**src/rtl/itoa_pkg.sv**
```systemverilog
// Package for the integer to radix text unit.
// Holds shared widths, codes, control structs and the digit and radix helpers.
// No dependencies.
package itoa_pkg;

	// Default sizing of the number path and the digit stack.
	localparam int VALUE_BITS = 32;
	localparam int MAX_DIGITS = 32;

	// Field widths fixed by the item formats.
	localparam int RADIX_W = 6;
	localparam int CHAR_W  = 8;

	// APB register file: one 32-bit register per word.
	localparam int APB_DATA_W = 32;
	localparam int APB_ADDR_W = 3;

	// Register index, taken from the word address bit.
	localparam logic REG_RADIX = 1'b0;

	// Radix limits and special values.
	localparam logic [RADIX_W-1:0] RADIX_RESET   = 6'd10;
	localparam logic [RADIX_W-1:0] RADIX_MIN     = 6'd2;
	localparam logic [RADIX_W-1:0] RADIX_MAX     = 6'd36;
	localparam logic [RADIX_W-1:0] RADIX_DECIMAL = 6'd10;

	// Character codes.
	localparam logic [CHAR_W-1:0] CHAR_MINUS  = 8'h2D;
	localparam logic [CHAR_W-1:0] CHAR_ZERO   = 8'h30;
	localparam logic [CHAR_W-1:0] CHAR_LETTER = 8'h41;

	// Highest digit value that has a character.
	localparam logic [RADIX_W-1:0] DIGIT_TOP = 6'd35;
	localparam logic [RADIX_W-1:0] DIGIT_TEN = 6'd10;

	// Commands from the sequencer to the divider.
	typedef struct packed {
		logic load;
		logic start;
	} div_ctrl_t;

	// Status from the divider back to the sequencer.
	typedef struct packed {
		logic done;
		logic zero;
	} div_stat_t;

	// Bound the programmed radix to the supported range.
	function automatic logic [RADIX_W-1:0] clamp_radix(input logic [RADIX_W-1:0] r);
		logic [RADIX_W-1:0] res;
		if (r < RADIX_MIN) begin
			res = RADIX_MIN;
		end else if (r > RADIX_MAX) begin
			res = RADIX_MAX;
		end else begin
			res = r;
		end
		return res;
	endfunction

	// Map a digit value to its upper-case ASCII character.
	function automatic logic [CHAR_W-1:0] digit_char(input logic [RADIX_W-1:0] d);
		logic [RADIX_W-1:0] dc;
		logic [CHAR_W-1:0]  res;
		dc = (d > DIGIT_TOP) ? DIGIT_TOP : d;
		if (dc < DIGIT_TEN) begin
			res = CHAR_ZERO + {2'b00, dc};
		end else begin
			res = CHAR_LETTER + {2'b00, dc - DIGIT_TEN};
		end
		return res;
	endfunction

endpackage

```
**src/rtl/itoa_in_if.sv**
```systemverilog
// Input channel of the integer to radix text unit: one signed number per item.
// Depends on itoa_pkg for the default number width.
interface itoa_in_if #(
	parameter int VALUE_BITS = itoa_pkg::VALUE_BITS
) ();
	logic                         valid;
	logic                         ready;
	logic signed [VALUE_BITS-1:0] value;

	modport source (output valid, output value, input ready);
	modport sink   (input valid, input value, output ready);
endinterface

```
**src/rtl/itoa_out_if.sv**
```systemverilog
// Output channel of the integer to radix text unit: one character per item.
// Depends on itoa_pkg for the character width.
interface itoa_out_if ();
	logic                        valid;
	logic                        ready;
	logic [itoa_pkg::CHAR_W-1:0] character;
	logic                        last;

	modport source (output valid, output character, output last, input ready);
	modport sink   (input valid, input character, input last, output ready);
endinterface

```
**src/rtl/itoa_divider.sv**
```systemverilog
// Bit-serial restoring divider: divides the working quotient by the radix,
// one quotient bit per cycle. Depends on itoa_pkg.
module itoa_divider #(
	parameter int VALUE_BITS = itoa_pkg::VALUE_BITS
) (
	input  logic                              clk,
	input  logic                              arst_n,
	input  itoa_pkg::div_ctrl_t               ctrl,
	input  logic [VALUE_BITS-1:0]             load_value,
	input  logic [itoa_pkg::RADIX_W-1:0]      radix,
	output itoa_pkg::div_stat_t               stat,
	output logic [itoa_pkg::RADIX_W-1:0]      digit
);
	localparam int CNT_W = (VALUE_BITS > 1) ? $clog2(VALUE_BITS) : 1;
	localparam logic [CNT_W-1:0] CNT_LAST = CNT_W'(VALUE_BITS - 1);

	logic [VALUE_BITS-1:0]         quot_q;
	logic [itoa_pkg::RADIX_W-1:0]  rem_q;
	logic [CNT_W-1:0]              bit_cnt_q;
	logic                          busy_q;
	logic                          done_q;

	logic [itoa_pkg::RADIX_W:0]    trial;
	logic [itoa_pkg::RADIX_W+1:0]  diff;
	logic                          fits;

	// Shift the next dividend bit into the partial remainder and try the radix.
	always_comb begin
		trial = {rem_q, quot_q[VALUE_BITS-1]};
		diff  = {1'b0, trial} - {2'b00, radix};
		fits  = !diff[itoa_pkg::RADIX_W+1];
	end

	// Control of the iteration.
	always_ff @(posedge clk or negedge arst_n) begin
		if (!arst_n) begin
			busy_q    <= 1'b0;
			done_q    <= 1'b0;
			bit_cnt_q <= '0;
		end else begin
			done_q <= busy_q && !ctrl.start && (bit_cnt_q == CNT_LAST);
			if (ctrl.start) begin
				busy_q    <= 1'b1;
				bit_cnt_q <= '0;
			end else if (busy_q) begin
				bit_cnt_q <= bit_cnt_q + 1'b1;
				if (bit_cnt_q == CNT_LAST) begin
					busy_q <= 1'b0;
				end
			end
		end
	end

	// Quotient and remainder shift registers.
	always_ff @(posedge clk) begin
		if (ctrl.load) begin
			quot_q <= load_value;
		end else if (busy_q) begin
			quot_q <= {quot_q[VALUE_BITS-2:0], fits};
		end
		if (ctrl.start) begin
			rem_q <= '0;
		end else if (busy_q) begin
			rem_q <= fits ? diff[itoa_pkg::RADIX_W-1:0] : trial[itoa_pkg::RADIX_W-1:0];
		end
	end

	assign stat.done = done_q;
	assign stat.zero = (quot_q == '0);
	assign digit     = rem_q;
endmodule

```
**src/rtl/itoa_digit_stack.sv**
```systemverilog
// Digit stack: holds the digits of one number, least significant first,
// and maps the digit at the read pointer to its character. Depends on itoa_pkg.
module itoa_digit_stack #(
	parameter int MAX_DIGITS = itoa_pkg::MAX_DIGITS
) (
	input  logic                                   clk,
	input  logic                                   we,
	input  logic [$clog2(MAX_DIGITS)-1:0]          waddr,
	input  logic [itoa_pkg::RADIX_W-1:0]           wdata,
	input  logic [$clog2(MAX_DIGITS)-1:0]          raddr,
	output logic [itoa_pkg::CHAR_W-1:0]            character
);
	logic [itoa_pkg::RADIX_W-1:0] store_q [MAX_DIGITS];

	// One digit written per finished division.
	always_ff @(posedge clk) begin
		if (we) begin
			store_q[waddr] <= wdata;
		end
	end

	// Digits are read back in reverse order and turned into text.
	assign character = itoa_pkg::digit_char(store_q[raddr]);
endmodule

```
**src/rtl/integer_to_radix_ascii_unit.sv**
```systemverilog
// Top level of the integer to radix text unit, with the APB radix register.
// Depends on itoa_pkg, itoa_in_if, itoa_out_if, itoa_divider, itoa_digit_stack.

// Converts each accepted number to its text in the programmed radix (2 to 36,
// values outside are clamped), most significant digit first, one ASCII
// character per output item, with last set on the final character. A minus
// sign leads only in radix ten for a negative value; other radixes show the
// unsigned two's-complement pattern. Each digit takes a full pass of the
// bit-serial divider, one quotient bit per cycle; the characters then follow
// at one per cycle while the output side does not stall. A new number is
// accepted once the last character has been handed to the output register.
// The radix register sits at byte address 0, resets to ten, and must be
// written only while the unit is idle.
module integer_to_radix_ascii_unit #(
	parameter int VALUE_BITS = itoa_pkg::VALUE_BITS,
	parameter int MAX_DIGITS = itoa_pkg::MAX_DIGITS
) (
	input  logic                               clk,
	input  logic                               arst_n,
	itoa_in_if.sink                            num,
	itoa_out_if.source                         txt,
	input  logic                               psel,
	input  logic                               penable,
	input  logic                               pwrite,
	input  logic [itoa_pkg::APB_ADDR_W-1:0]    paddr,
	input  logic [itoa_pkg::APB_DATA_W-1:0]    pwdata,
	output logic [itoa_pkg::APB_DATA_W-1:0]    prdata,
	output logic                               pready
);
	localparam int IDX_W = $clog2(MAX_DIGITS);
	localparam int CNT_W = $clog2(MAX_DIGITS + 1);
	localparam logic [CNT_W-1:0] CNT_FULL = CNT_W'(MAX_DIGITS);
	localparam logic [CNT_W-1:0] CNT_ONE  = CNT_W'(1);

	typedef enum logic [1:0] {
		ST_IDLE,
		ST_START,
		ST_WAIT,
		ST_EMIT
	} state_t;

	state_t                         state_q;
	logic [itoa_pkg::RADIX_W-1:0]   radix_q;
	logic [itoa_pkg::RADIX_W-1:0]   radix_eff;
	logic [CNT_W-1:0]               count_q;
	logic [CNT_W-1:0]               count_inc;
	logic                           minus_q;
	logic                           out_valid_q;
	logic [itoa_pkg::CHAR_W-1:0]    out_char_q;
	logic                           out_last_q;

	logic                           in_accept;
	logic                           slot_free;
	logic                           emit_now;
	logic                           minus;
	logic [VALUE_BITS-1:0]          value_u;
	logic [VALUE_BITS-1:0]          magnitude;
	itoa_pkg::div_ctrl_t            div_ctrl;
	itoa_pkg::div_stat_t            div_stat;
	logic [itoa_pkg::RADIX_W-1:0]   div_digit;
	logic                           stack_we;
	logic [IDX_W-1:0]               stack_raddr;
	logic [itoa_pkg::CHAR_W-1:0]    stack_char;
	logic                           cfg_write;

	// Configuration register.
	assign pready    = 1'b1;
	assign cfg_write = psel && penable && pwrite;

	always_ff @(posedge clk or negedge arst_n) begin
		if (!arst_n) begin
			radix_q <= itoa_pkg::RADIX_RESET;
		end else if (cfg_write && (paddr[2] == itoa_pkg::REG_RADIX)) begin
			radix_q <= pwdata[itoa_pkg::RADIX_W-1:0];
		end
	end

	always_comb begin
		prdata = '0;
		if (paddr[2] == itoa_pkg::REG_RADIX) begin
			prdata[itoa_pkg::RADIX_W-1:0] = radix_q;
		end
	end

	assign radix_eff = itoa_pkg::clamp_radix(radix_q);

	// Sign handling on the incoming number.
	assign value_u   = num.value;
	assign minus     = (radix_eff == itoa_pkg::RADIX_DECIMAL) && value_u[VALUE_BITS-1];
	assign magnitude = minus ? (~value_u + VALUE_BITS'(1)) : value_u;

	// Handshakes.
	assign num.ready = (state_q == ST_IDLE);
	assign in_accept = num.valid && num.ready;
	assign slot_free = !out_valid_q || txt.ready;
	assign emit_now  = (state_q == ST_EMIT) && slot_free;

	// Divider commands and digit stack access.
	assign div_ctrl.load  = in_accept;
	assign div_ctrl.start = (state_q == ST_START);
	assign stack_we       = (state_q == ST_WAIT) && div_stat.done;
	assign count_inc      = count_q + 1'b1;
	assign stack_raddr    = IDX_W'(count_q - CNT_ONE);

	itoa_divider #(
		.VALUE_BITS (VALUE_BITS)
	) u_divider (
		.clk        (clk),
		.arst_n     (arst_n),
		.ctrl       (div_ctrl),
		.load_value (magnitude),
		.radix      (radix_eff),
		.stat       (div_stat),
		.digit      (div_digit)
	);

	itoa_digit_stack #(
		.MAX_DIGITS (MAX_DIGITS)
	) u_digit_stack (
		.clk       (clk),
		.we        (stack_we),
		.waddr     (count_q[IDX_W-1:0]),
		.wdata     (div_digit),
		.raddr     (stack_raddr),
		.character (stack_char)
	);

	// Sequencer: divide until the quotient is zero or the stack is full, then emit in reverse.
	always_ff @(posedge clk or negedge arst_n) begin
		if (!arst_n) begin
			state_q     <= ST_IDLE;
			count_q     <= '0;
			minus_q     <= 1'b0;
			out_valid_q <= 1'b0;
			out_char_q  <= '0;
			out_last_q  <= 1'b0;
		end else begin
			if (emit_now) begin
				out_valid_q <= 1'b1;
			end else if (txt.ready) begin
				out_valid_q <= 1'b0;
			end
			unique case (state_q)
				ST_IDLE: begin
					if (in_accept) begin
						minus_q <= minus;
						count_q <= '0;
						state_q <= ST_START;
					end
				end
				ST_START: begin
					state_q <= ST_WAIT;
				end
				ST_WAIT: begin
					if (div_stat.done) begin
						count_q <= count_inc;
						if (div_stat.zero || (count_inc == CNT_FULL)) begin
							state_q <= ST_EMIT;
						end else begin
							state_q <= ST_START;
						end
					end
				end
				ST_EMIT: begin
					if (slot_free) begin
						if (minus_q) begin
							out_char_q <= itoa_pkg::CHAR_MINUS;
							out_last_q <= 1'b0;
							minus_q    <= 1'b0;
						end else begin
							out_char_q <= stack_char;
							out_last_q <= (count_q == CNT_ONE);
							count_q    <= count_q - CNT_ONE;
							if (count_q == CNT_ONE) begin
								state_q <= ST_IDLE;
							end
						end
					end
				end
				default: begin
					state_q <= ST_IDLE;
				end
			endcase
		end
	end

	assign txt.valid     = out_valid_q;
	assign txt.character = out_char_q;
	assign txt.last      = out_last_q;
endmodule
```
**src/flat_wrapper.sv**
```systemverilog
// flat-port wrapper written by rule: the top's interface ports become plain ports
module integer_to_radix_ascii_unit_flat 
#(
	parameter int VALUE_BITS = itoa_pkg::VALUE_BITS,
	parameter int MAX_DIGITS = itoa_pkg::MAX_DIGITS
)
  (clk, arst_n, psel, penable, pwrite, paddr, pwdata, prdata, pready, num_valid, num_value, num_ready, txt_valid, txt_character, txt_last, txt_ready);
  itoa_in_if #(.VALUE_BITS(VALUE_BITS)) num_i ();
  itoa_out_if txt_i ();
  input  logic clk;
  input  logic arst_n;
  input  logic psel;
  input  logic penable;
  input  logic pwrite;
  input  logic [itoa_pkg::APB_ADDR_W-1:0] paddr;
  input  logic [itoa_pkg::APB_DATA_W-1:0] pwdata;
  output logic [itoa_pkg::APB_DATA_W-1:0] prdata;
  output logic pready;
  input wire logic [$bits(num_i.valid)-1:0] num_valid;
  input wire logic [$bits(num_i.value)-1:0] num_value;
  output wire logic [$bits(num_i.ready)-1:0] num_ready;
  output wire logic [$bits(txt_i.valid)-1:0] txt_valid;
  output wire logic [$bits(txt_i.character)-1:0] txt_character;
  output wire logic [$bits(txt_i.last)-1:0] txt_last;
  input wire logic [$bits(txt_i.ready)-1:0] txt_ready;
  assign num_i.valid = num_valid;
  assign num_i.value = num_value;
  assign num_ready = num_i.ready;
  assign txt_valid = txt_i.valid;
  assign txt_character = txt_i.character;
  assign txt_last = txt_i.last;
  assign txt_i.ready = txt_ready;
  integer_to_radix_ascii_unit #(.VALUE_BITS(VALUE_BITS), .MAX_DIGITS(MAX_DIGITS)) u_core (.clk(clk), .arst_n(arst_n), .num(num_i), .txt(txt_i), .psel(psel), .penable(penable), .pwrite(pwrite), .paddr(paddr), .pwdata(pwdata), .prdata(prdata), .pready(pready));
endmodule
```
**config.mk**
```make
export PLATFORM = sky130hd
export DESIGN_NAME = integer_to_radix_ascii_unit_flat
export DESIGN_NICKNAME = d
export VERILOG_FILES = /design/src/rtl/itoa_pkg.sv /design/src/rtl/itoa_in_if.sv /design/src/rtl/itoa_out_if.sv /design/src/rtl/itoa_divider.sv /design/src/rtl/itoa_digit_stack.sv /design/src/rtl/integer_to_radix_ascii_unit.sv /design/src/flat_wrapper.sv
export SDC_FILE = /design/constraint.sdc
export NUM_CORES = 1
export LEC_CHECK = 0
export ABC_AREA = 1
export BUFFER_PORTS_ARGS = -buffer_cell sky130_fd_sc_hd__clkbuf_2
export CAP_MARGIN = 25
export CORE_ASPECT_RATIO = 1.75
export CORE_MARGIN = 10
export CORE_UTILIZATION = 60
export CTS_CLUSTER_SIZE = 28
export DETAILED_ROUTE_END_ITERATION = 12
export GPL_TIMING_DRIVEN = 0
export PLACE_DENSITY = 0.77
export RECOVER_POWER = 100
export SYNTH_ARGS = -nofsm -noshare
export SYNTH_HDL_FRONTEND = slang
export SYNTH_SLANG_ARGS = --single-unit
export TNS_END_PERCENT = 100
```
**constraint.sdc**
```tcl
create_clock -name clk -period 9.6 [get_ports clk]
set_input_delay 1.44 -clock clk [delete_from_list [all_inputs] [get_ports clk]]
set_output_delay 1.44 -clock clk [all_outputs]
set_load 0.01 [all_outputs]
```
Yosys cells after proc, flatten, opt, wreduce, memory -nomap -nowiden. Memory sizes are Yosys's and may differ from the RTL's. Cells that the tools add are included.

Memories kept: 1. Logic and storage cells: 99. Register bits: 70. Bits in writable memories: 192. Output and inout port bits: 44. Input port bits: 74.

Memories: u_core.u_digit_stack.store_q (depth 32, width 6, rd ports 1, clocked after memory_dff 0, wr ports 1, line itoa_digit_stack.sv:13) `logic [itoa_pkg::RADIX_W-1:0] store_q [MAX_DIGITS];`.

Bitwise gates (word level): 2. Magnitude comparators: 4. Mux-type cells: 35. Equal/unequal tests: 12. Add/sub/neg operators: 8. Reduce and logical (&&, ||, !) cells: 25.

Operators with widths (count): $mux 32 (3); $mux 6 (9); $add 32x1->32 const B (1); $logic_not 32->1 (1); $not 32->32 (1); $pmux 6 s3 (1); $mux 8 (2); $gt 6x6->1 const B (2); $mux 2 (6); $mux 1 (10); $mux 5 (2); $reduce_and 5->1 (2); $logic_and 1x1->1 (9); $add 7x6->8 const A (1); $ne 2x2->1 const B (4); $pmux 2 s4 (1); $reduce_bool 2->1 (4); $sub 7x6->8 (1); $add 6x6->7 const A (1); $add 6x1->6 const B (1); $eq 6x1->1 const B (1); $eq 6x4->1 const B (1); $eq 6x6->1 const B (1); $lt 6x2->1 const B (1); other kinds (16) (20).

Logic depth before layout (Yosys ltp). Gate-level depths: netlist (run 1). An unclocked memory read counts as a cell.

Depth in word-level cells: 8. Gate-level depth with buffers: 26. Gate-level depth less buffers: 22.

Hierarchy. A second synthesis (run 1) with hierarchy kept.

Cell total of the unflattened synthesis: 1531. Area total of the unflattened synthesis: 13669.4 µm².

Modules (own cells, without submodules): itoa_digit_stack (sequential area each 5765.5 µm², area each 8174.1 µm², cells each 720, times used 1); integer_to_radix_ascii_unit (sequential area each 628.1 µm², area each 3124.2 µm², cells each 538, times used 1); itoa_divider (sequential area each 1256.2 µm², area each 2371.0 µm², cells each 273, times used 1).

Worst setup path before layout (run 1). Ideal clock, no wire load.

Path kind: input-to-reg. Start: input num_value[0]. End: register u_core.u_divider.quot_q[28], data pin. Path buffers: 0. Data required time: 9.346 ns. Stages: 14. Arrival: 2.932 ns. Setup time: 0.254 ns. Path slack: 6.413 ns. Path through: inv_1 ha_1 nand2_1 nor2_1 nand2_1 nor2_1 nand3_1 nor3_1 nand3_1 nor3_1 nor2_1 nor2_1 nand3b_1 nand2_1.

Word-level cells in the longest chain between the ends: 4.

RTL lines: start, declared (line flat_wrapper.sv:20) `input wire logic [$bits(num_i.value)-1:0] num_value;`; $not 32->32 (line integer_to_radix_ascii_unit.sv:90) `assign magnitude = minus ? (~value_u + VALUE_BITS'(1)) : value_u;`; $add 32x1->32 (line integer_to_radix_ascii_unit.sv:90); $mux 32 (line integer_to_radix_ascii_unit.sv:90); $mux 32 (line itoa_divider.sv:56) `if (ctrl.load) begin`; end signal, assigned (line itoa_divider.sv:57) `quot_q <= load_value;`; end signal, assigned (line itoa_divider.sv:59) `quot_q <= {quot_q[VALUE_BITS-2:0], fits};`; end, declared (line itoa_divider.sv:17) `logic [VALUE_BITS-1:0] quot_q;`.

Every way passes these cells. A chain may end at the register's enable or synchronous reset.

Final worst setup path (run 1).
Start: register u_core.count_q[0]. End: register u_core.out_char_q, in the netlist u_core.txt.character[4].

Word-level cells in the longest chain between the ends: 8. Elaborated cells on any way between the ends: 10. Classes of those cells: add/sub (4); order compare (2); mux (3); memory (1).

RTL lines: start, declared (line integer_to_radix_ascii_unit.sv:45) `logic [CNT_W-1:0] count_q;`; start signal, assigned (line integer_to_radix_ascii_unit.sv:156) `count_q <= count_inc;`; start signal, assigned (line integer_to_radix_ascii_unit.sv:173) `count_q <= count_q - CNT_ONE;`; $sub 6x1->6 (*) (line integer_to_radix_ascii_unit.sv:103) `assign stack_raddr = IDX_W'(count_q - CNT_ONE);`; $mem_v2 32x6 (*); $gt 6x6->1 (line itoa_pkg.sv:65) `dc = (d > DIGIT_TOP) ? DIGIT_TOP : d;`; $mux 6 (*) (line itoa_pkg.sv:65); $sub 6x4->6 (line itoa_pkg.sv:69) `res = CHAR_LETTER + {2'b00, dc - DIGIT_TEN};`; $add 7x6->8 (line itoa_pkg.sv:69); $mux 8 (*) (line itoa_pkg.sv:66) `if (dc < DIGIT_TEN) begin`; $mux 8 (*) (line integer_to_radix_ascii_unit.sv:166) `if (minus_q) begin`; end signal, assigned (line integer_to_radix_ascii_unit.sv:167) `out_char_q <= itoa_pkg::CHAR_MINUS;`; end signal, assigned (line integer_to_radix_ascii_unit.sv:171) `out_char_q <= stack_char;`; end, declared (line integer_to_radix_ascii_unit.sv:49) `logic [itoa_pkg::CHAR_W-1:0] out_char_q;`.

Mark *: on every way between the ends. The rest lies on a longest branch, timed or not.

==> impl_metrics.ini, run 1 <==
[placed_design]
dpl.hpwl_um = 25500
io_buffers = 62
place_area_um2 = 13600
pre_cts_ws_ns = 5.46
dp.cells = 1626
routabilityCongestion = 0.991

[floorplanning]
die_x_um = 130
fp.coreArea_um2 = 20900
die_y_um = 213
start_util = 0.609
fp-row-count = 70
io_pins = 118
dieArea_um2 = 27700

[critical_path]
end_kind = register
worst_ep_arrival_time_ns = 6.99
setup.worst_path.start_class = register
path_class = reg -> reg
worst_ep_required_time_ns = 10.00
worstPathMaxFanout = 11
rrSetupSlack_ns = 3.00
reg2reg_depth = 20
regToRegStartpoint = u_core.count_q[0]
r2r-end = u_core.txt.character[4]

[drt]
wirelength_um = 34700
viasPerCell = 5.86
antenna_left = 0
first_pass_iters = 5
vias = 9773
drc = 0
drt_iter0_drc = 861
wl_per_cell_um = 20.8

[power_and_ir_drop]
power_density_nw_per_um2 = 347
switching_share = 0.446
seq_power_share = 0.331
pwr-share-comb = 0.484
p_int_uw = 2720
ir_worst_vdd_v = 0.000213
leakage_uw = 0.00570
p_switching_uw = 2190
clock_power_share = 0.185

[cells_and_area]
area_delta_synth_final_pct = 10.9
final_nets = 1495
drive_gt1_frac = 0.120
finalNonFillerCells = 1669
fin_util = 0.676
stdcell_area_um2 = 14100
diodes = 0
fillers = 1630

[sta]
rsz0062_at_grt = no
hold_viol = 0
post-route-period-util = 0.687
setup_violations = 0
slew_headroom = -0.231
drv_slew = 33
clock_skew_ns = 0.0211
tightest_slew_ns = 1.85
tns_ns = 0
min_period_ns = 6.60
fmax_mhz = 152
fin_ws_ns = 3.00

[yosys]
synthTopCellsByArea = edfxtp_1 (53%), nand2_1 (8.4%), dfrtp_1 (5.9%)
synth_cell_types = 50
synth_ff_type = edfxtp_1
yosysTopAreaCell = edfxtp_1
syn_area_um2 = 12800
avgSynthCellArea_um2 = 9.95
synth-edff-count = 224
synth_most_common_cell = nand2_1
synth_common_cells = nand2_1 (285), edfxtp_1 (224), nor2_1 (169), nand3_1 (132), o21ai_0 (70)
synthArstFlopShare = 0.122
yosysSeqAreaShare = 0.600
yosysTopAreaCellShare = 0.527
synth_seq_cells = 262
netlist_instances = 1281
yosysWarnings = 0

[global_route]
grt_pass1_vias = 9845
grt_use_total = 0.250
grt_max_degree = 36
grt_antenna_before_repair = 0
grt_overflow_total = 0
grt_pass1_wl_um = 52500

[clocking]
cts_root_buf = clkbuf_16
ctsHoldBuffers = 0
clock_path_buffers = 3
clkSlewWorstSetupHoldPaths_ns = 0.07
cts_max_level = 1
cts-buffers-inserted = 23
cts_tree = yes
post_cts_resize_count = 0
cts.sinks = 262
clk_latency_ns = 0.53
postCtsSetupBuffers = 0

[worst_hold_path]
hold_path.class = reg -> reg
worstHoldStart = u_core.txt.character[6]
min_to = u_core.txt.character[6]
hold_path_depth = 2

[status]
failed_checks = capacitance limit, slew limit
status = complete, but fails checks

[run]
max_cap_viol_count = 1
==> worst max path at each step <==
stage / start / to / slack (ns) / depth (start not counted)
floorplan: num_value[0] / u_core.u_divider.quot_q[28] / 6.41 / 14
global placement: u_core.count_q[0] / u_core.txt.character[4] / 5.52 / 21
detailed placement: u_core.count_q[0] / u_core.txt.character[4] / 5.46 / 21
CTS: u_core.count_q[0] / u_core.txt.character[4] / 5.44 / 21
global route: u_core.count_q[0] / u_core.txt.character[4] / 2.64 / 21
finish: u_core.count_q[0] / u_core.txt.character[4] / 3.00 / 20
==> layout make-up <==
cell class              instances  area [um^2]  area share
plain buffers                  79          500      0.0354
clock buffers                  26          597      0.0422
clock inverters                16          140     0.00991
inverters                      76          292      0.0206
multi-input cells             889         4340       0.307
flip-flops and latches        262         7650       0.541
well taps                     252          315      0.0223
repair buffers                 69          308      0.0218
==> power groups by stage <==
stage | Combinational (uW) | Sequential, uW | Clock [uW]
after floorplan | 1570 | 1660 | 0
after global placement | 2200 | 1740 | 0
after detailed placement | 2400 | 1670 | 0
after CTS | 2400 | 1650 | 906
after global routing | 2590 | 1640 | 946
final | 2370 | 1630 | 907
==> critical path, cell delays in order (launching register included) <==
cell        delay [ns]
dfrtp_1           0.39
clkbuf_1          0.48
clkinvlp_2        0.60
clkbuf_1          0.45
clkbuf_1          0.46
ha_1              0.43
clkbuf_1          0.36
clkbuf_1          0.62
clkbuf_1          0.64
o21ai_0           0.19
o211ai_1          0.24
nand3_1           0.22
nand3_1           0.17
nand2_1           0.16
nand2_1           0.20
inv_1             0.08
ha_1              0.31
nor2_1            0.17
nand4_1           0.11
nand3_1           0.10
nand2_1           0.06
==> layout by cell type, fill, tap and decap left out, types with 8 or more instances in the layout <==
cell | Yosys | routed
nor3_1 | 8 | 8
nand2_1 | 285 | 286
dfrtp_1 | 30 | 30
nand2_2 | 13 | 13
o21ai_0 | 70 | 76
conb_1 | 2 | 27
clkbuf_2 | 0 | 39
clkbuf_1 | 11 | 52
edfxtp_1 | 224 | 224
buf_6 | 9 | 8
ha_1 | 20 | 20
nor2_1 | 169 | 170
a21oi_1 | 42 | 43
xnor2_1 | 13 | 13
nor4_1 | 9 | 10
buf_2 | 24 | 19
nand3_1 | 132 | 132
buf_4 | 35 | 32
inv_1 | 69 | 69
clkbuf_16 | 0 | 23
o211ai_1 | 10 | 10
nand4_1 | 12 | 12
xor2_1 | 16 | 16
==> cells by family (layout without fill, tap and decap cells) <==
family,count (synthesis),in the layout,share of synthesized area
simple gates,652,652,0.223
other cells,2,27,0.000589
buf+inv,155,266,0.0642
flops,262,262,0.600
fa+ha+maj,21,21,0.0212
xor+xnor,29,29,0.0199
compound gates,160,160,0.0712
==> per-stage QoR <==
step                      power (uW)  hold WS, ns
final                           4910        0.490
after global routing            5180        0.524
after CTS                       4960        0.489
after detailed placement        4060        0.471
after global placement          3940        0.474
after floorplan                 3240        0.486
==> state kept, by name, summed over array words and instances, names as in the netlist <==
register	cells
u_core.txt.valid	1
u_core.txt.last	1
u_core.u_divider.done_q	1
u_core.radix_q	6
u_core.txt.character	8
u_core.u_divider.quot_q	32
u_core.count_q	6
u_core.u_divider.bit_cnt_q	5
u_core.u_divider.busy_q	1
u_core.state_q	2
u_core.u_digit_stack.store_q	192
u_core.minus_q	1
u_core.u_divider.digit	6
==> layer usage <==
layer  global-route usage  vias up  wire length (um)
met1                0.242     4550             10800
met2                0.464      493             18600
li1                     -     4599                 -
met3               0.0286      131              2460
met4                0.191        0              2770
met5                    0        -                 0
(Power assumes the default switching activity.)
==> run 2, diff against run 1 <==
CORE_UTILIZATION = 54   (was 60)
PLACE_DENSITY = 0.73   (was 0.77)
clock period = 5.72 ns   (was 9.6 ns; I/O delays follow)
==> run 2 against run 1 <==
Net effect: the run still ends with capacitance limit, slew limit left; fmax grew 35%; sequential power grew 68%; global-route usage shrank 2.1 points; clock power is 60% higher; combinational power increased by 69%; total power up 67%; clock-buffer cell count is 4 higher; cell area rose by 0.34%; flip-flop and latch count did not move; cell count is 2.9% higher; via count fell by 0.96%; critical endpoint unchanged; largest cell class unchanged; largest power group unchanged; highest routed layer unchanged.
==> impl_metrics.ini, run 2 (same netlist as run 1, synthesis figures left out) <==
[status]
status = complete, but fails checks
failed_checks = capacitance limit, slew limit

[sta]
post-route-period-util = 0.856
clock_skew_ns = 0.00942
hold_viol = 0
fin_ws_ns = 0.826
min_period_ns = 4.89
slew_headroom = -0.230
tns_ns = 0
rsz0062_at_grt = no
fmax_mhz = 204
drv_slew = 33
tightest_slew_ns = 1.85
setup_violations = 0

[clocking]
cts.sinks = 262
ctsHoldBuffers = 0
clk_latency_ns = 0.53
cts_max_level = 1
postCtsSetupBuffers = 0
post_cts_resize_count = 0
cts_root_buf = clkbuf_16
cts_tree = yes
clkSlewWorstSetupHoldPaths_ns = 0.07
cts-buffers-inserted = 22
clock_path_buffers = 3

[floorplanning]
fp-row-count = 74
io_pins = 118
die_y_um = 223
die_x_um = 136
dieArea_um2 = 30400
start_util = 0.547
fp.coreArea_um2 = 23300

[cells_and_area]
fillers = 1997
drive_gt1_frac = 0.123
diodes = 0
layout_commonest_cell = nand2_1
final_nets = 1494
area_delta_synth_final_pct = 11.3
layout_common_cells = nand2_1 (285), edfxtp_1 (224), nor2_1 (169)
regMostFlops = u_core.u_digit_stack.store_q
largest_reg_flops = 192

[global_route]
grt_pass1_vias = 9877
grt_antenna_before_repair = 0
grt_overflow_total = 0
grt_max_degree = 35
grt_pass1_wl_um = 53000
grt_use_total = 0.228

[critical_path]
path_class = reg -> reg
worstPathMaxFanout = 11
rrSetupSlack_ns = 0.83
end_kind = register
r2r-end = u_core.txt.character[4]
worst_ep_required_time_ns = 6.13
worst_ep_arrival_time_ns = 5.31
regToRegStartpoint = u_core.count_q[0]
crit_start = u_core.count_q[0]
reg2reg_depth = 19
setup.worst_path.start_class = register

[power_and_ir_drop]
ir_worst_vdd_v = 0.000304
pwr-share-comb = 0.489
leakage_uw = 0.00570
clock_power_share = 0.177
seq_power_share = 0.334
switching_share = 0.442
power_density_nw_per_um2 = 578
p_switching_uw = 3620
p_int_uw = 4570

[drt]
antenna_left = 0
viasPerCell = 5.63
wl_per_cell_um = 20.3
wirelength_um = 34900
first_pass_iters = 6
drc = 0
vias = 9679
drt_iter0_drc = 725

[worst_hold_path]
min_to = u_core.txt.character[6]
worstHoldStart = u_core.txt.character[6]
hold_path_depth = 2
hold_path.class = reg -> reg

[placed_design]
pre_cts_ws_ns = 1.51
dpl.hpwl_um = 25800
io_buffers = 62
routabilityCongestion = 0.941

[run]
max_cap_viol_count = 1
==> run 2: cell type report <==
class | count | area, um^2 | share of cell area
Clock inverter | 9 | 70.1 | 0.00494
Sequential cell | 262 | 7650 | 0.539
Multi-Input combinational cell | 889 | 4360 | 0.307
Timing Repair Buffer | 69 | 313 | 0.0220
Tap cell | 304 | 380 | 0.0268
Buffer | 79 | 518 | 0.0365
Inverter | 76 | 293 | 0.0206
Clock buffer | 30 | 612 | 0.0431
==> run 2: critical path, stage by stage (launching register included) <==
cell	delay [ns]
dfrtp_1	0.43
buf_6	0.17
inv_4	0.13
buf_4	0.25
clkbuf_1	0.59
ha_1	0.37
inv_1	0.11
o21ai_0	1.04
inv_2	0.23
nand3_1	0.21
nand2_1	0.15
nand3_2	0.11
nand2_4	0.08
nand2_4	0.08
inv_1	0.07
ha_1	0.31
nor2_1	0.17
nand4_1	0.12
nand3_1	0.10
nand2_1	0.05
==> run 2: worst max-delay path by stage <==
stage,to,slack (ns),depth (start not counted)
2_1_floorplan,u_core.txt.character[4],2.55,21
3_3_place_gp,u_core.txt.character[4],1.56,21
3_5_place_dp,u_core.txt.character[4],1.51,21
4_1_cts,u_core.txt.character[4],1.46,21
5_1_grt,u_core.txt.character[4],0.58,19
6_report,u_core.txt.character[4],0.83,19
==> run 2: per-stage QoR <==
stage                     utilization  cell area (um^2)  std cells  hold WS [ns]  power [uW]
after floorplan                     -             12800       1306         0.486        5430
final                           0.608             14200       1718         0.482        8200
after detailed placement        0.587             13700       1678         0.465        6830
after CTS                       0.616             14400       1717         0.452        8270
after global placement          0.580             13500       1672         0.470        6650
after global routing            0.608             14200       1718         0.520        8650
==> run 2: power by group through the flow <==
stage | clock network, uW | registers (uW) | logic [uW]
final | 1450 | 2740 | 4000
after global routing | 1520 | 2780 | 4350
after global placement | 0 | 2920 | 3730
after detailed placement | 0 | 2820 | 4010
after CTS | 1460 | 2780 | 4030
after floorplan | 0 | 2790 | 2640
==> run 2: metal layers <==
| layer | part of all wire | GRT usage | vias up |
|---|---|---|---|
| li1 | - | - | 4585 |
| met1 | 0.32 | 0.217 | 4536 |
| met2 | 0.54 | 0.429 | 437 |
| met3 | 0.067 | 0.0333 | 121 |
| met4 | 0.072 | 0.159 | 0 |
| met5 | 0 | 0 | - |
==> run 3, diff against run 2 <==
ABC_AREA = unset   (was 1)
MAX_ROUTING_LAYER = met4   (was unset)
PLACE_DENSITY = 0.74   (was 0.73)
==> run 3 against run 2 <==
Net effect: the run still ends with capacitance limit, slew limit left; clock skew is 0.0019 ns higher; utilization up 0.31 points; first-iteration DRC count down 34%; cell area fell by 2.4%; clock-buffer cell count increased by 1; critical path depth shrank 2; highest routed layer unchanged; die area is 2.3% lower; largest power group is now sequential cells; register-to-register slack got worse by 0.12 ns; routed wire length fell by 16%.
==> impl_metrics.ini, run 3 <==
[floorplanning]
die_y_um = 221
fp-row-count = 73
dieArea_um2 = 29700
start_util = 0.548
fp.coreArea_um2 = 22700
die_x_um = 135
io_pins = 118

[clocking]
cts_root_buf = clkbuf_16
cts_max_level = 1
clk_latency_ns = 0.52
post_cts_resize_count = 0
cts-buffers-inserted = 22
cts.sinks = 262
ctsHoldBuffers = 0
postCtsSetupBuffers = 0
clock_path_buffers = 3
clkSlewWorstSetupHoldPaths_ns = 0.07
cts_tree = yes

[sta]
rsz0062_at_grt = no
slew_headroom = -0.431
setup_violations = 0
tightest_slew_ns = 2.15
hold_slack_ns = 0.489
post-route-period-util = 0.876
clock_skew_ns = 0.0113
hold_viol = 0
tns_ns = 0
min_period_ns = 5.01
fmax_mhz = 200
drv_slew = 66

[yosys]
synth_most_common_cell = edfxtp_1
syn_area_um2 = 12400
synth_ff_type = edfxtp_1
netlist_instances = 901
synthArstFlopShare = 0.122
synth_common_cells = edfxtp_1 (224), nor2_1 (116), a21oi_1 (46), mux4_2 (46), nand2_1 (41)
synth_cell_types = 79
yosysSeqAreaShare = 0.616
yosysWarnings = 0
avgSynthCellArea_um2 = 13.8
synth_seq_cells = 262
yosysTopAreaCellShare = 0.541
synth-edff-count = 224
yosysTopAreaCell = edfxtp_1
synthTopCellsByArea = edfxtp_1 (54%), mux4_2 (8.3%), dfrtp_1 (6.0%)

[cells_and_area]
area_delta_synth_final_pct = 11.5
regMostFlops = u_core.u_digit_stack.store_q
layout_commonest_cell = edfxtp_1
finalNonFillerCells = 1334
final_nets = 1113
layout_common_cells = edfxtp_1 (224), nor2_1 (117), clkbuf_1 (58)
largest_reg_flops = 192
drive_gt1_frac = 0.183
diodes = 0

[drt]
wirelength_um = 29200
dr_wl_met2_um = 16300
wl_per_cell_um = 21.9
routedLengthMet1_um = 9880
first_pass_iters = 7
vias = 7707
viasPerCell = 5.78
top_layer = met4
antenna_left = 0
drt_iter0_drc = 479
wl_met3_um = 1300
drc = 0

[critical_path]
end_kind = register
critical_path.top_delay_family = buffers and inverters
max_stage_delay_ns = 0.62
crit_buf_inv = 5
path_class = reg -> reg
worstPathCellList = clkbuf_1 -> inv_1 -> ha_1 -> buf_2 -> buf_4 -> clkbuf_1 -> mux4_2 -> nor2_1 -> o22ai_1 -> nand4_2 -> a31oi_1 -> nor2_1 -> ha_1 -> nand2b_1 -> nand3b_1 -> mux2i_1 -> o41ai_2
slowest_stage = clkbuf_1
worstPathMaxFanout = 10
worst_ep_required_time_ns = 6.13
worst_ep_arrival_time_ns = 5.42
setup.worst_path.start_class = register

[power_and_ir_drop]
seq_power_share = 0.551
switching_share = 0.251
pwr-share-comb = 0.126
p_switching_uw = 1130
leakage_uw = 0.00502
p_int_uw = 3370
power_density_nw_per_um2 = 325
clock_power_share = 0.323
ir_worst_vdd_v = 0.000232

[status]
status = complete, but fails checks
failed_checks = capacitance limit, slew limit

[placed_design]
dp.cells = 1293
io_buffers = 62
routabilityCongestion = 0.911
dpl.hpwl_um = 21400

[global_route]
grt_antenna_before_repair = 0
grt_max_degree = 35
grt_pass1_wl_um = 45400
grt_overflow_total = 0
grt_use_total = 0.205
grt_pass1_vias = 8122

[worst_hold_path]
hold_path.class = reg -> reg

[run]
max_cap_viol_count = 2
## run 3: cell types whose count changed after synthesis, moves of 13 or more
cell / previous run / this run
nand2b_1: 0 / 14
nand2_1: 285 / 41
nor2_1: 169 / 116
o21ai_0: 70 / 21
nand2_2: 13 / 0
nand3_1: 132 / 15
buf_2: 24 / 9
mux2i_1: 0 / 29
mux4_2: 0 / 46
inv_1: 69 / 19
## run 3: routing by layer
| layer | up-vias | global-route usage |
|---|---|---|
| met1 | 3767 | 0.200 |
| met2 | 262 | 0.378 |
| met3 | 87 | 0.0245 |
| li1 | 3591 | - |
| met4 | 0 | 0.119 |
| met5 | - | - |
## run 3: power groups by stage
stage	registers, uW	logic (uW)	clock network [uW]
after floorplan	2550	295	0
after CTS	2520	629	1470
final	2480	568	1450
after global placement	2670	376	0
after detailed placement	2560	626	0
after global routing	2500	638	1540
## run 3: final cells by class
type	instances	area (um^2)
well taps	300	375
flip-flops and latches	262	7650
clock buffers	31	616
fillers	1829	8800
plain buffers	68	414
clock inverters	9	67.6
multi-input cells	575	4340
repair buffers	68	309
inverters	21	78.8
## run 3: path summary, 6_finish.rpt
path                                         startpoint                      end  slack (ns)  depth (start not counted)
worst max-delay path                  u_core.count_q[1]  u_core.txt.character[4]        0.71                         17
worst min-delay path            u_core.txt.character[6]  u_core.txt.character[6]        0.49                          1
worst max register to register        u_core.count_q[1]  u_core.txt.character[4]        0.71                         17
worst min register to register  u_core.txt.character[6]  u_core.txt.character[6]        0.49                          1
max in group asynchronous                        arst_n  u_core.txt.character[7]        3.76                          1
min in group asynchronous                        arst_n        u_core.radix_q[2]        0.86                          1
## run 3: logic make-up after synthesis
kind of cell / synth area share
adder cells (fa/ha/maj): 0.0218
flip-flops: 0.616
multiplexers: 0.115
buffers and inverters: 0.0399
other: 0.000605
AO/OA/AOI/OAI: 0.0710
AND/OR/NAND/NOR: 0.107
XOR/XNOR: 0.0295
## run 3: metrics by stage
step                       util  total power, uW  cell area, um^2  setup WS [ns]
after floorplan               -             2850            12500           2.23
after global placement    0.583             3050            13200           1.28
after detailed placement  0.589             3190            13300           1.19
after CTS                 0.619             4620            14000           1.15
after global routing      0.611             4670            13800          0.495
final                     0.611             4500            13800          0.709
